===== src/design/dhoat_pkg.sv =====
// shared types, widths and codes of the double hashing table
package dhoat_pkg;

    localparam int KEY_W         = 31;
    localparam int REQ_W         = 2;
    localparam int STAT_W        = 2;
    localparam int CFG_W         = 7;
    localparam int MARK_W        = 2;
    localparam int ENTRY_W       = KEY_W + MARK_W;
    localparam int MAX_SLOTS_DEF = 64;
    localparam int DIV_STEPS     = (KEY_W + 1) / 2;
    localparam int DVD_W         = 2 * DIV_STEPS;
    localparam int DCNT_W        = $clog2(DIV_STEPS);

    localparam logic [CFG_W-1:0] TABLE_SIZE_RST = CFG_W'(7);
    localparam logic [CFG_W-1:0] M_MIN          = CFG_W'(2);

    localparam logic [REQ_W-1:0] REQ_INSERT = 2'd0;
    localparam logic [REQ_W-1:0] REQ_SEARCH = 2'd1;
    localparam logic [REQ_W-1:0] REQ_DELETE = 2'd2;

    localparam logic [STAT_W-1:0] STAT_OK        = 2'd0;
    localparam logic [STAT_W-1:0] STAT_NOT_FOUND = 2'd1;
    localparam logic [STAT_W-1:0] STAT_FULL      = 2'd2;

    localparam logic [MARK_W-1:0] MARK_EMPTY    = 2'd0;
    localparam logic [MARK_W-1:0] MARK_OCCUPIED = 2'd1;
    localparam logic [MARK_W-1:0] MARK_DELETED  = 2'd2;

    typedef struct packed {
        logic             start;
        logic [KEY_W-1:0] key;
        logic [CFG_W-1:0] div_a;
        logic [CFG_W-1:0] div_b;
    } mod_req_t;

    typedef struct packed {
        logic             done;
        logic [CFG_W-1:0] rem_a;
        logic [CFG_W-1:0] rem_b;
    } mod_res_t;

endpackage


===== src/design/dhoat_ram.sv =====
// generic single write port, single read port ram with registered read
module dhoat_ram #(
    parameter int WIDTH = 8,
    parameter int DEPTH = 64
) (
    input  logic                     clk,
    input  logic                     wr_en,
    input  logic [$clog2(DEPTH)-1:0] wr_addr,
    input  logic [WIDTH-1:0]         wr_data,
    input  logic                     rd_en,
    input  logic [$clog2(DEPTH)-1:0] rd_addr,
    output logic [WIDTH-1:0]         rd_data
);

    logic [WIDTH-1:0] mem [DEPTH];

    always_ff @(posedge clk)
    begin
        if (wr_en)
        begin
            mem[wr_addr] <= wr_data;
        end
        if (rd_en)
        begin
            rd_data <= mem[rd_addr];
        end
    end

endmodule


===== src/design/dhoat_mod.sv =====
// two remainders of one key by two small divisors, two bits per cycle
module dhoat_mod
    import dhoat_pkg::*;
(
    input  logic     clk,
    input  logic     rst_n,
    input  mod_req_t req,
    output mod_res_t res
);

    logic [DVD_W-1:0]  dvd_reg, dvd_next;
    logic [CFG_W-1:0]  rem_a_reg, rem_a_next;
    logic [CFG_W-1:0]  rem_b_reg, rem_b_next;
    logic [CFG_W-1:0]  da_reg, da_next;
    logic [CFG_W-1:0]  db_reg, db_next;
    logic [DCNT_W-1:0] cnt_reg, cnt_next;
    logic              busy_reg, busy_next;
    logic              done_reg, done_next;
    logic [CFG_W-1:0]  ra_mid, rb_mid;

    function automatic logic [CFG_W-1:0] rem_step(
        input logic [CFG_W-1:0] r,
        input logic             b,
        input logic [CFG_W-1:0] d
    );
        logic [CFG_W:0] t;
        t = {r, b};
        if (t >= {1'b0, d})
        begin
            t = t - {1'b0, d};
        end
        return t[CFG_W-1:0];
    endfunction

    always_comb
    begin
        dvd_next   = dvd_reg;
        rem_a_next = rem_a_reg;
        rem_b_next = rem_b_reg;
        da_next    = da_reg;
        db_next    = db_reg;
        cnt_next   = cnt_reg;
        busy_next  = busy_reg;
        done_next  = 1'b0;
        ra_mid     = rem_step(rem_a_reg, dvd_reg[DVD_W-1], da_reg);
        rb_mid     = rem_step(rem_b_reg, dvd_reg[DVD_W-1], db_reg);
        if (req.start)
        begin
            dvd_next   = DVD_W'(req.key);
            rem_a_next = '0;
            rem_b_next = '0;
            da_next    = req.div_a;
            db_next    = req.div_b;
            cnt_next   = '0;
            busy_next  = 1'b1;
        end
        else if (busy_reg)
        begin
            rem_a_next = rem_step(ra_mid, dvd_reg[DVD_W-2], da_reg);
            rem_b_next = rem_step(rb_mid, dvd_reg[DVD_W-2], db_reg);
            dvd_next   = {dvd_reg[DVD_W-3:0], 2'b00};
            cnt_next   = cnt_reg + DCNT_W'(1);
            if (cnt_reg == DCNT_W'(DIV_STEPS - 1))
            begin
                busy_next = 1'b0;
                done_next = 1'b1;
            end
        end
    end

    always_ff @(posedge clk or negedge rst_n)
    begin
        if (!rst_n)
        begin
            cnt_reg  <= '0;
            busy_reg <= 1'b0;
            done_reg <= 1'b0;
        end
        else
        begin
            cnt_reg  <= cnt_next;
            busy_reg <= busy_next;
            done_reg <= done_next;
        end
    end

    always_ff @(posedge clk)
    begin
        dvd_reg   <= dvd_next;
        rem_a_reg <= rem_a_next;
        rem_b_reg <= rem_b_next;
        da_reg    <= da_next;
        db_reg    <= db_next;
    end

    assign res.done  = done_reg;
    assign res.rem_a = rem_a_reg;
    assign res.rem_b = rem_b_reg;

endmodule


===== src/design/double_hash_open_address_table_core.sv =====
// open addressing hash table with double hashing, entries kept in one ram
// a request computes the key remainders, then per probe reads the ram and checks the entry,
// then stages the output word; an unused request code goes straight to staging the word
// throughput: one request at a time; the next one is taken once the word is staged
// reset: a clear sweep writes every entry empty, with in_stall high
// table_size resets to 7
module double_hash_open_address_table_core
    import dhoat_pkg::*;
#(
    parameter int MAX_SLOTS = MAX_SLOTS_DEF
) (
    input  logic                         clk,
    input  logic                         rst_n,
    input  logic                         cfg_we,
    input  logic [CFG_W-1:0]             cfg_wdata,
    input  logic                         in_valid,
    output logic                         in_stall,
    input  logic [REQ_W-1:0]             req_type,
    input  logic [KEY_W-1:0]             key,
    output logic                         out_valid,
    input  logic                         out_stall,
    output logic [STAT_W-1:0]            status,
    output logic [$clog2(MAX_SLOTS)-1:0] slot
);

    localparam int AW = $clog2(MAX_SLOTS);

    localparam logic [2:0] S_CLEAR = 3'd0;
    localparam logic [2:0] S_IDLE  = 3'd1;
    localparam logic [2:0] S_DIV   = 3'd2;
    localparam logic [2:0] S_RD    = 3'd3;
    localparam logic [2:0] S_EV    = 3'd4;
    localparam logic [2:0] S_FIN   = 3'd5;

    logic [2:0]        state_reg, state_next;
    logic [CFG_W-1:0]  cfg_reg;
    logic [AW-1:0]     clr_cnt_reg, clr_cnt_next;
    logic              out_valid_reg, out_valid_next;
    logic [STAT_W-1:0] status_reg, status_next;
    logic [AW-1:0]     slot_reg, slot_next;

    logic [REQ_W-1:0]  req_reg, req_next;
    logic [KEY_W-1:0]  key_reg, key_next;
    logic [CFG_W-1:0]  m_reg, m_next;
    logic [CFG_W-1:0]  cur_reg, cur_next;
    logic [CFG_W-1:0]  stride_reg, stride_next;
    logic [CFG_W-1:0]  cnt_reg, cnt_next;
    logic [STAT_W-1:0] res_stat_reg, res_stat_next;
    logic [CFG_W-1:0]  res_slot_reg, res_slot_next;

    logic [CFG_W-1:0]  m_use;
    logic              accept;
    logic              out_free;
    mod_req_t          mreq;
    mod_res_t          mres;

    logic              ram_we;
    logic [AW-1:0]     ram_waddr;
    logic [ENTRY_W-1:0] ram_wdata;
    logic              ram_re;
    logic [ENTRY_W-1:0] ram_rdata;
    logic [MARK_W-1:0] rd_mark;
    logic [KEY_W-1:0]  rd_key;

    logic [CFG_W:0]    first;
    logic [CFG_W:0]    sum;
    logic              last;
    logic [AW+CFG_W-1:0] cur_wide;
    logic [AW+CFG_W-1:0] res_wide;
    logic [AW-1:0]     cur_addr;
    logic [AW-1:0]     res_addr;

    // size in use
    always_comb
    begin
        if (cfg_reg < M_MIN)
        begin
            m_use = M_MIN;
        end
        else if (int'(cfg_reg) > MAX_SLOTS)
        begin
            m_use = CFG_W'(MAX_SLOTS);
        end
        else
        begin
            m_use = cfg_reg;
        end
    end

    assign in_stall = (state_reg != S_IDLE);
    assign accept   = in_valid && !in_stall;
    assign out_free = !out_valid_reg || !out_stall;

    assign cur_wide = {{AW{1'b0}}, cur_reg};
    assign res_wide = {{AW{1'b0}}, res_slot_reg};
    assign cur_addr = cur_wide[AW-1:0];
    assign res_addr = res_wide[AW-1:0];

    assign mreq.start = accept && (req_type inside {REQ_INSERT, REQ_SEARCH, REQ_DELETE});
    assign mreq.key   = key;
    assign mreq.div_a = m_use;
    assign mreq.div_b = m_use - CFG_W'(1);

    dhoat_mod u_mod (
        .clk   (clk),
        .rst_n (rst_n),
        .req   (mreq),
        .res   (mres)
    );

    assign rd_mark = ram_rdata[MARK_W-1:0];
    assign rd_key  = ram_rdata[MARK_W +: KEY_W];
    assign first   = {1'b0, mres.rem_a} + (CFG_W+1)'(1);
    assign sum     = {1'b0, cur_reg} + {1'b0, stride_reg};
    assign last    = (cnt_reg == (m_reg - CFG_W'(1)));
    assign ram_re  = (state_reg == S_RD);

    always_comb
    begin
        state_next     = state_reg;
        clr_cnt_next   = clr_cnt_reg;
        out_valid_next = out_valid_reg;
        status_next    = status_reg;
        slot_next      = slot_reg;
        req_next       = req_reg;
        key_next       = key_reg;
        m_next         = m_reg;
        cur_next       = cur_reg;
        stride_next    = stride_reg;
        cnt_next       = cnt_reg;
        res_stat_next  = res_stat_reg;
        res_slot_next  = res_slot_reg;
        ram_we         = 1'b0;
        ram_waddr      = cur_addr;
        ram_wdata      = {key_reg, MARK_OCCUPIED};

        if (out_valid_reg && !out_stall)
        begin
            out_valid_next = 1'b0;
        end

        case (state_reg)
            S_CLEAR:
            begin
                ram_we       = 1'b1;
                ram_waddr    = clr_cnt_reg;
                ram_wdata    = '0;
                clr_cnt_next = clr_cnt_reg + AW'(1);
                if (clr_cnt_reg == AW'(MAX_SLOTS - 1))
                begin
                    state_next = S_IDLE;
                end
            end
            S_IDLE:
            begin
                if (accept)
                begin
                    req_next = req_type;
                    key_next = key;
                    m_next   = m_use;
                    if (mreq.start)
                    begin
                        state_next = S_DIV;
                    end
                    else
                    begin
                        res_stat_next = STAT_NOT_FOUND;
                        res_slot_next = '0;
                        state_next    = S_FIN;
                    end
                end
            end
            S_DIV:
            begin
                if (mres.done)
                begin
                    if (first == {1'b0, m_reg})
                    begin
                        cur_next = '0;
                    end
                    else
                    begin
                        cur_next = first[CFG_W-1:0];
                    end
                    stride_next = m_reg - CFG_W'(1) - mres.rem_b;
                    cnt_next    = '0;
                    state_next  = S_RD;
                end
            end
            S_RD:
            begin
                state_next = S_EV;
            end
            S_EV:
            begin
                // advance to the next probe unless the walk ends below
                if (sum >= {1'b0, m_reg})
                begin
                    cur_next = CFG_W'(sum - {1'b0, m_reg});
                end
                else
                begin
                    cur_next = sum[CFG_W-1:0];
                end
                cnt_next   = cnt_reg + CFG_W'(1);
                state_next = S_RD;
                if (req_reg == REQ_INSERT)
                begin
                    if (rd_mark != MARK_OCCUPIED)
                    begin
                        ram_we        = 1'b1;
                        ram_wdata     = {key_reg, MARK_OCCUPIED};
                        res_stat_next = STAT_OK;
                        res_slot_next = cur_reg;
                        state_next    = S_FIN;
                    end
                    else if (last)
                    begin
                        res_stat_next = STAT_FULL;
                        res_slot_next = '0;
                        state_next    = S_FIN;
                    end
                end
                else
                begin
                    if (rd_mark == MARK_EMPTY)
                    begin
                        res_stat_next = STAT_NOT_FOUND;
                        res_slot_next = '0;
                        state_next    = S_FIN;
                    end
                    else if (rd_mark == MARK_OCCUPIED && rd_key == key_reg)
                    begin
                        ram_we        = (req_reg == REQ_DELETE);
                        ram_wdata     = {rd_key, MARK_DELETED};
                        res_stat_next = STAT_OK;
                        res_slot_next = cur_reg;
                        state_next    = S_FIN;
                    end
                    else if (last)
                    begin
                        res_stat_next = STAT_NOT_FOUND;
                        res_slot_next = '0;
                        state_next    = S_FIN;
                    end
                end
            end
            S_FIN:
            begin
                if (out_free)
                begin
                    out_valid_next = 1'b1;
                    status_next    = res_stat_reg;
                    slot_next      = res_addr;
                    state_next     = S_IDLE;
                end
            end
            default:
            begin
                state_next = S_IDLE;
            end
        endcase
    end

    dhoat_ram #(
        .WIDTH (ENTRY_W),
        .DEPTH (MAX_SLOTS)
    ) u_ram (
        .clk     (clk),
        .wr_en   (ram_we),
        .wr_addr (ram_waddr),
        .wr_data (ram_wdata),
        .rd_en   (ram_re),
        .rd_addr (cur_addr),
        .rd_data (ram_rdata)
    );

    always_ff @(posedge clk or negedge rst_n)
    begin
        if (!rst_n)
        begin
            state_reg     <= S_CLEAR;
            clr_cnt_reg   <= '0;
            cfg_reg       <= TABLE_SIZE_RST;
            out_valid_reg <= 1'b0;
        end
        else
        begin
            state_reg     <= state_next;
            clr_cnt_reg   <= clr_cnt_next;
            out_valid_reg <= out_valid_next;
            if (cfg_we)
            begin
                cfg_reg <= cfg_wdata;
            end
        end
    end

    always_ff @(posedge clk)
    begin
        status_reg   <= status_next;
        slot_reg     <= slot_next;
        req_reg      <= req_next;
        key_reg      <= key_next;
        m_reg        <= m_next;
        cur_reg      <= cur_next;
        stride_reg   <= stride_next;
        cnt_reg      <= cnt_next;
        res_stat_reg <= res_stat_next;
        res_slot_reg <= res_slot_next;
    end

    assign out_valid = out_valid_reg;
    assign status    = status_reg;
    assign slot      = slot_reg;

endmodule


===== config.mk =====
export PLATFORM = sky130hd
export DESIGN_NAME = double_hash_open_address_table_core
export DESIGN_NICKNAME = d
export VERILOG_FILES = /design/src/design/dhoat_pkg.sv /design/src/design/dhoat_ram.sv /design/src/design/dhoat_mod.sv /design/src/design/double_hash_open_address_table_core.sv
export SDC_FILE = /design/constraint.sdc
export NUM_CORES = 2
export LEC_CHECK = 0
export BUFFER_PORTS_ARGS = -buffer_cell sky130_fd_sc_hd__buf_4
export CELL_PAD_IN_SITES_DETAIL_PLACEMENT = 2
export CELL_PAD_IN_SITES_GLOBAL_PLACEMENT = 2
export CORE_MARGIN = 1.5
export CORE_UTILIZATION = 45
export DETAILED_ROUTE_END_ITERATION = 10
export PLACE_DENSITY_LB_ADDON = 0.1
export SLEW_MARGIN = 20
export SYNTH_ARGS = -nofsm -noshare
export SYNTH_HDL_FRONTEND = slang
export SYNTH_HIERARCHICAL = 1
export SYNTH_SLANG_ARGS = --single-unit
export TNS_END_PERCENT = 1

===== constraint.sdc =====
create_clock -name clk -period 7.83 [get_ports clk]
set_input_delay 0.783 -clock clk [delete_from_list [all_inputs] [get_ports clk]]
set_output_delay 0.783 -clock clk [all_outputs]
set_load 0.005 [all_outputs]

Word level (Yosys, flattened, before mapping) --
Memories as Yosys holds them, arrays and structs flattened. A register that Yosys moved wholly into a read port is not among the register bits. Index checks and enable logic that the tools add are counted.
Operators by class: $add $sub $neg 13, order comparisons 7, equality and inequality tests 23, mux-type cells 65, reductions and logical operators 23
Operator list (number):
- 7-bit two-way mux | 17
- 33-bit two-way mux | 3
- 33-bit case mux with 2 select lines | 1
- 31-bit two-way mux | 2
- 7-bit case mux with 2 select lines | 3
- 7-bit subtractor | 6
- 8-bit by 7-bit greater-or-equal comparator with 1-bit output | 5
- 31-bit == test | 1
- 3-bit two-way mux | 10
- 3-bit case mux with 6 select lines | 1
- 2-bit two-way mux | 8
- 1-bit two-way mux | 15
- 7-bit by 1-bit subtractor with 7-bit output, second input constant | 2
- 7-bit by 1-bit adder with 8-bit output, second input constant | 1
- 7-bit by 7-bit adder with 8-bit output | 1
- 8-bit by 7-bit == test with 1-bit output | 1
- 4-bit two-way mux | 2
- 2-bit inequality test, second input constant | 4
- 2-bit AND reduction | 4
- 7-bit by 1-bit adder with 7-bit output, second input constant | 1
- 7-bit == test | 1
- 7-bit greater-than comparator, second input constant | 1
- 7-bit by 2-bit < comparator with 1-bit output, second input constant | 1
- 6-bit by 1-bit adder with 6-bit output, second input constant | 1
- 25 further kinds | 39
Word-level totals: bits in registers 161, RAM bits 2112, output and inout port bits 10, memories 1
Memories:
- u_ram.mem | words 64, width 33, read ports 1, clocked after memory_dff 1, wr ports 1, line dhoat_ram.sv:15 | logic [WIDTH-1:0] mem [DEPTH];

Depth between registers and ports, before layout --
depth in word-level cells 8, gate-level depth with buffers 17

Hierarchy --
The synthesis kept the hierarchy.
By module, submodules not included:
- dhoat_ram | instances 1, cells each 3598, area an instance 81516.9 µm², sequential area each 64411.8 µm²
- double_hash_open_address_table_core | instances 1, cells each 505, area an instance 5764.3 µm², sequential area each 2741.4 µm²
- dhoat_mod | instances 1, cells each 364, area an instance 4144.0 µm², sequential area each 1801.7 µm²

Worst setup path after synthesis --
No wires, ideal clock.
kind reg-to-reg, start point reg u_ram.rd_data[7] (read register of u_ram.mem), end point mem u_ram/mem[0][1] (netlist name) (data pin), arrival time 4.540 ns, path slack 2.425 ns, stages on the path, launching flop included 5, clock period less this slack 5.405 ns, cell sequence edfxtp_1 > xor2_1 > nor4_1 > nand4_1 > nor4_1
Between the ends: cells in the longest elaborated chain, start to end 6
RTL lines:
- from (decl) | line dhoat_ram.sv:12 | output logic [WIDTH-1:0] rd_data
- 31-bit == test | line double_hash_open_address_table_core.sv:232 | else if (rd_mark == MARK_OCCUPIED && rd_key == key_reg)
- 1-bit logical AND | line double_hash_open_address_table_core.sv:232
- 33-bit two-way mux | line double_hash_open_address_table_core.sv:232
- 33-bit two-way mux | line double_hash_open_address_table_core.sv:226 | if (rd_mark == MARK_EMPTY)
- 33-bit two-way mux | line double_hash_open_address_table_core.sv:207 | if (req_reg == REQ_INSERT)
- 33-bit case mux with 2 select lines | line double_hash_open_address_table_core.sv:142 | case (state_reg)
- named net ram_wdata[1] | line double_hash_open_address_table_core.sv:59 | logic [ENTRY_W-1:0] ram_wdata;
- to (decl) | line dhoat_ram.sv:15
The timed path passes the listed nets, and every way through them passes these cells.

Worst setup path in the final report --
start point reg key_reg[15], end point mem u_ram/mem[56][19] (netlist name) (enable)
Between the ends: cells in the longest elaborated chain, start to end 8
RTL lines:
- from (decl) | line double_hash_open_address_table_core.sv:43 | logic [KEY_W-1:0] key_reg, key_next;
- from (signal assigned) | line double_hash_open_address_table_core.sv:304 | key_reg <= key_next;
- 31-bit == test | line double_hash_open_address_table_core.sv:232
- 1-bit logical AND | line double_hash_open_address_table_core.sv:232
- 1-bit two-way mux | line double_hash_open_address_table_core.sv:232
- 1-bit two-way mux | line double_hash_open_address_table_core.sv:226
- 1-bit two-way mux | line double_hash_open_address_table_core.sv:207
- 1-bit case mux with 2 select lines | line double_hash_open_address_table_core.sv:142
- named net ram_we | line double_hash_open_address_table_core.sv:57 | logic ram_we;
- 1-bit two-way mux | line dhoat_ram.sv:19 | if (wr_en)
- 1-bit two-way mux (implied by the code) | line dhoat_ram.sv:21 | mem[wr_addr] <= wr_data;
The timed path passes the listed nets, and every way through them passes these cells.

==> impl_metrics.csv <==
group,metric,value,unit
sta,hold_violations,0,
finish,largest_reg_flops,2112,
critical_path,cp-start-kind,"flip-flop",
synth,async_reset_ff_frac,0.009978,
critical_path,end_kind,"flip-flop",
place,dp_slack,2.528,ns
global_routing,grt_pass1_vias,50719,
route,via_per_inst,6.398,
clocking,clock_latency,0.90,ns
route,drtAntennaViolNets,0,
finish,syn_to_final_growth,13.02,%
power,ir_drop,255.6,µV
clocking,cts_buffers,236,
synth,ys.flop_type,"edfxtp_1",
place,dpl.hpwl,189.9,mm
floorplan,die_w,453.7,µm
synth,yosysMostFrequentCell,"edfxtp_1",
route,wirelength,306.4,mm
route,route.detailed.drc,0,
global_routing,antenna_found_initial,33,
clocking,ctsResizeCount,0,
synth,avgSynthCellArea,20.47,µm²
critical_path,crit_family,"simple AND/OR/NAND/NOR gates",
place,place_congestion,0.8378,
global_routing,grt_max_degree,98,
finish,finalNetCount,4801,
place,dp_cells,7125,
run_status,status,"completed",
synth,synth_cell_types,89,
sta,timing.fmax,188.0,MHz
synth,yosysSeqAreaShare,0.7542,
critical_path,critPathSlowestCell,"nor2_4",
floorplan,die_h,453.7,µm
sta,slew_headroom,0.1494,
clocking,clock-root-buffer,"clkbuf_16",
synth,syn_inst,4467,
sta,setup_ws,2.510,ns
floorplan,design.die.area,0.2059,mm²
place,numPortBuffers,54,
worst_hold_path,holdCritPathClass,"input port to flip-flop",
sta,tightest_slew,1.276,ns
sta,slew_violations,0,
critical_path,crit_arrival,5.89,ns
critical_path,cp_max_fo,21,
power,total_power,35.82,mW
synth,synthTopCellsByArea,"edfxtp_1, mux4_2, mux2i_1",
synth,yosys.area.top_type,"edfxtp_1",
route,first_iter_violations,5907,
critical_path,cpPeakStageDelay,0.78,ns
clocking,h-tree-depth,4,
critical_path,worst-path-buf-inv,2,
sta,period_share,0.6795,
critical_path,critPathRequiredTime,8.40,ns
route,wl_per_cell,40.41,µm
finish,final_core_util,0.5112,
synth,ys_warn_count,6,
clocking,path_clk_slew,0.07,ns
floorplan,rows,165,
sta,min_period,5.320,ns
floorplan,core,0.2021,mm²
sta,setup_viol,0,
global_routing,gr-total-overflow,0,
synth,yosys.area.top_type_share,0.7446,
route,dr.pass1.iters,5,
critical_path,critPathKind,"flip-flop to flip-flop",
sta,finClkSkew,0.03810,ns
synth,netlist_area,0.09143,mm²
synth,syn_nets,4573,
clocking,clock_path_buffers,3,
synth,synth_edf_count,2267,
synth,synthTopCellsByCount,"edfxtp_1, mux4_2, nand2_1",
floorplan,start_util,0.4523,
global_routing,grt_usage,0.2982,
job,maxCapViolCount,0,
sta,fin_setup_tns,0,ns
power,leakagePower,32.97,nW
power,power_density,346.6,mW/mm²
critical_path,crit_path_frequent_cell,"buf_4",
route,dr_total_vias,48500,
sta,rsz0062_at_grt,"false",
synth,ys_ff_latch,2305,
global_routing,grt_pass1_wl,421.1,mm
finish,drive_gt1_frac,0.2515,
finish,fin_cells,7581,
clocking,cts_sinks,2305,
clocking,tritoncts,"built",
critical_path,crit_chain,"xor2_1 > nor4_1 > nand4_1 > nor2_1 > a21oi_1 > o31ai_2 > nor2b_1 > nand2_1 > buf_4 > nor2_4 > buf_4",
floorplan,ioPinCount,55,
## per-layer routing
metal  track usage  share of wire
met1        0.4106           0.40
met2        0.4685           0.48
met3       0.05566          0.077
met4        0.1272          0.042
met5             0       0.000059
## path summary, 6_finish.rpt
kind	end	slack, ns	cells past startpoint	startpoint
setup / recovery	u_ram/mem[56][19]$_DFFE_PP_	2.51	11	key_reg[15]$_DFFE_PP_
hold / removal	key_reg[3]$_DFFE_PP_	0.12	1	key[3]
setup reg to reg	u_ram/mem[56][19]$_DFFE_PP_	2.51	11	key_reg[15]$_DFFE_PP_
hold reg to reg	status[0]$_DFFE_PP_	0.42	0	res_stat_reg[0]$_SDFFCE_PN1P_
max in group asynchronous	cfg_reg[1]$_DFFE_PN1P_	7.19	2	rst_n
min in group asynchronous	cfg_reg[5]$_DFFE_PN0P_	0.34	2	rst_n
## area by class of cell
type	count	area, µm²
fill	17310	98790
sequential	2305	68950
multi-input combinational	1872	21670
clock buffer	287	6097
tap	2672	3343
timing repair buffer	219	1879
clock inverter	143	1094
inverter	61	229.0
antenna	22	55.05
## cell usage in the layout (no fill, tap or decap), types with 27 or more instances in the layout
cell type / Yosys / routed
mux4_2: 485 / 485
clkinv_2: 0 / 43
inv_1: 59 / 58
clkbuf_1: 102 / 51
nand4_1: 53 / 53
clkinv_1: 1 / 69
a22oi_1: 77 / 77
nor2_1: 128 / 61
mux2_2: 51 / 51
xnor2_1: 37 / 37
edfxtp_1: 2267 / 2267
nand2_1: 141 / 141
a211oi_1: 28 / 27
clkbuf_16: 0 / 236
o21ai_0: 49 / 45
buf_4: 18 / 203
nor2_4: 1 / 67
a21oi_1: 40 / 40
xor2_1: 54 / 54
nor2b_1: 42 / 39
o221ai_1: 46 / 46
ha_1: 54 / 54
nand3_1: 104 / 104
o22ai_1: 67 / 67
mux2i_1: 116 / 116
## stage by stage
step / hold WS [ns] / instance area (µm²)
finish: 0.1177 / 103300
global route: 0.06674 / 103300
CTS: 0.04840 / 103200
detailed placement: 0.4080 / 96000
global placement: 0.4196 / 95820
floorplan: 0.4003 / 91430
## timing repair
| item | CTS | global route |
|---|---|---|
| hold buffers | 1 | 0 |
| setup buffers | 0 | 0 |
| hold endpoints to repair | 20 | 0 |
## logic make-up (layout without fill, tap and decap cells)
group	count (synthesis)	count (layout)	share of synthesized area
DFF	2305	2305	0.7542
muxes	656	656	0.1391
and+or+nand+nor	590	590	0.03276
AOI/OAI and AO/OA	471	471	0.03880
buffers and inverters	290	710	0.01672
xor gates and xnor gates	94	94	0.009457
adders and majority gates	61	61	0.008923
other	0	22	0
## report_power, final
| group | switching (mW) | leakage (nW) | internal [mW] |
|---|---|---|---|
| logic | 6.41 | 8.34 | 2.78 |
| clock network | 4.92 | 3.51 | 5.85 |
| registers | 0.382 | 21.1 | 15.5 |
## worst register-to-register path: stages, from the launching register on
cell	delay [ns]
edfxtp_1	0.46
xor2_1	0.20
nor4_1	0.72
nand4_1	0.32
nor2_1	0.29
a21oi_1	0.12
o31ai_2	0.74
nor2b_1	0.37
nand2_1	0.26
buf_4	0.30
nor2_4	0.79
buf_4	0.43
Note: power is estimated with default switching activity, not from simulation.
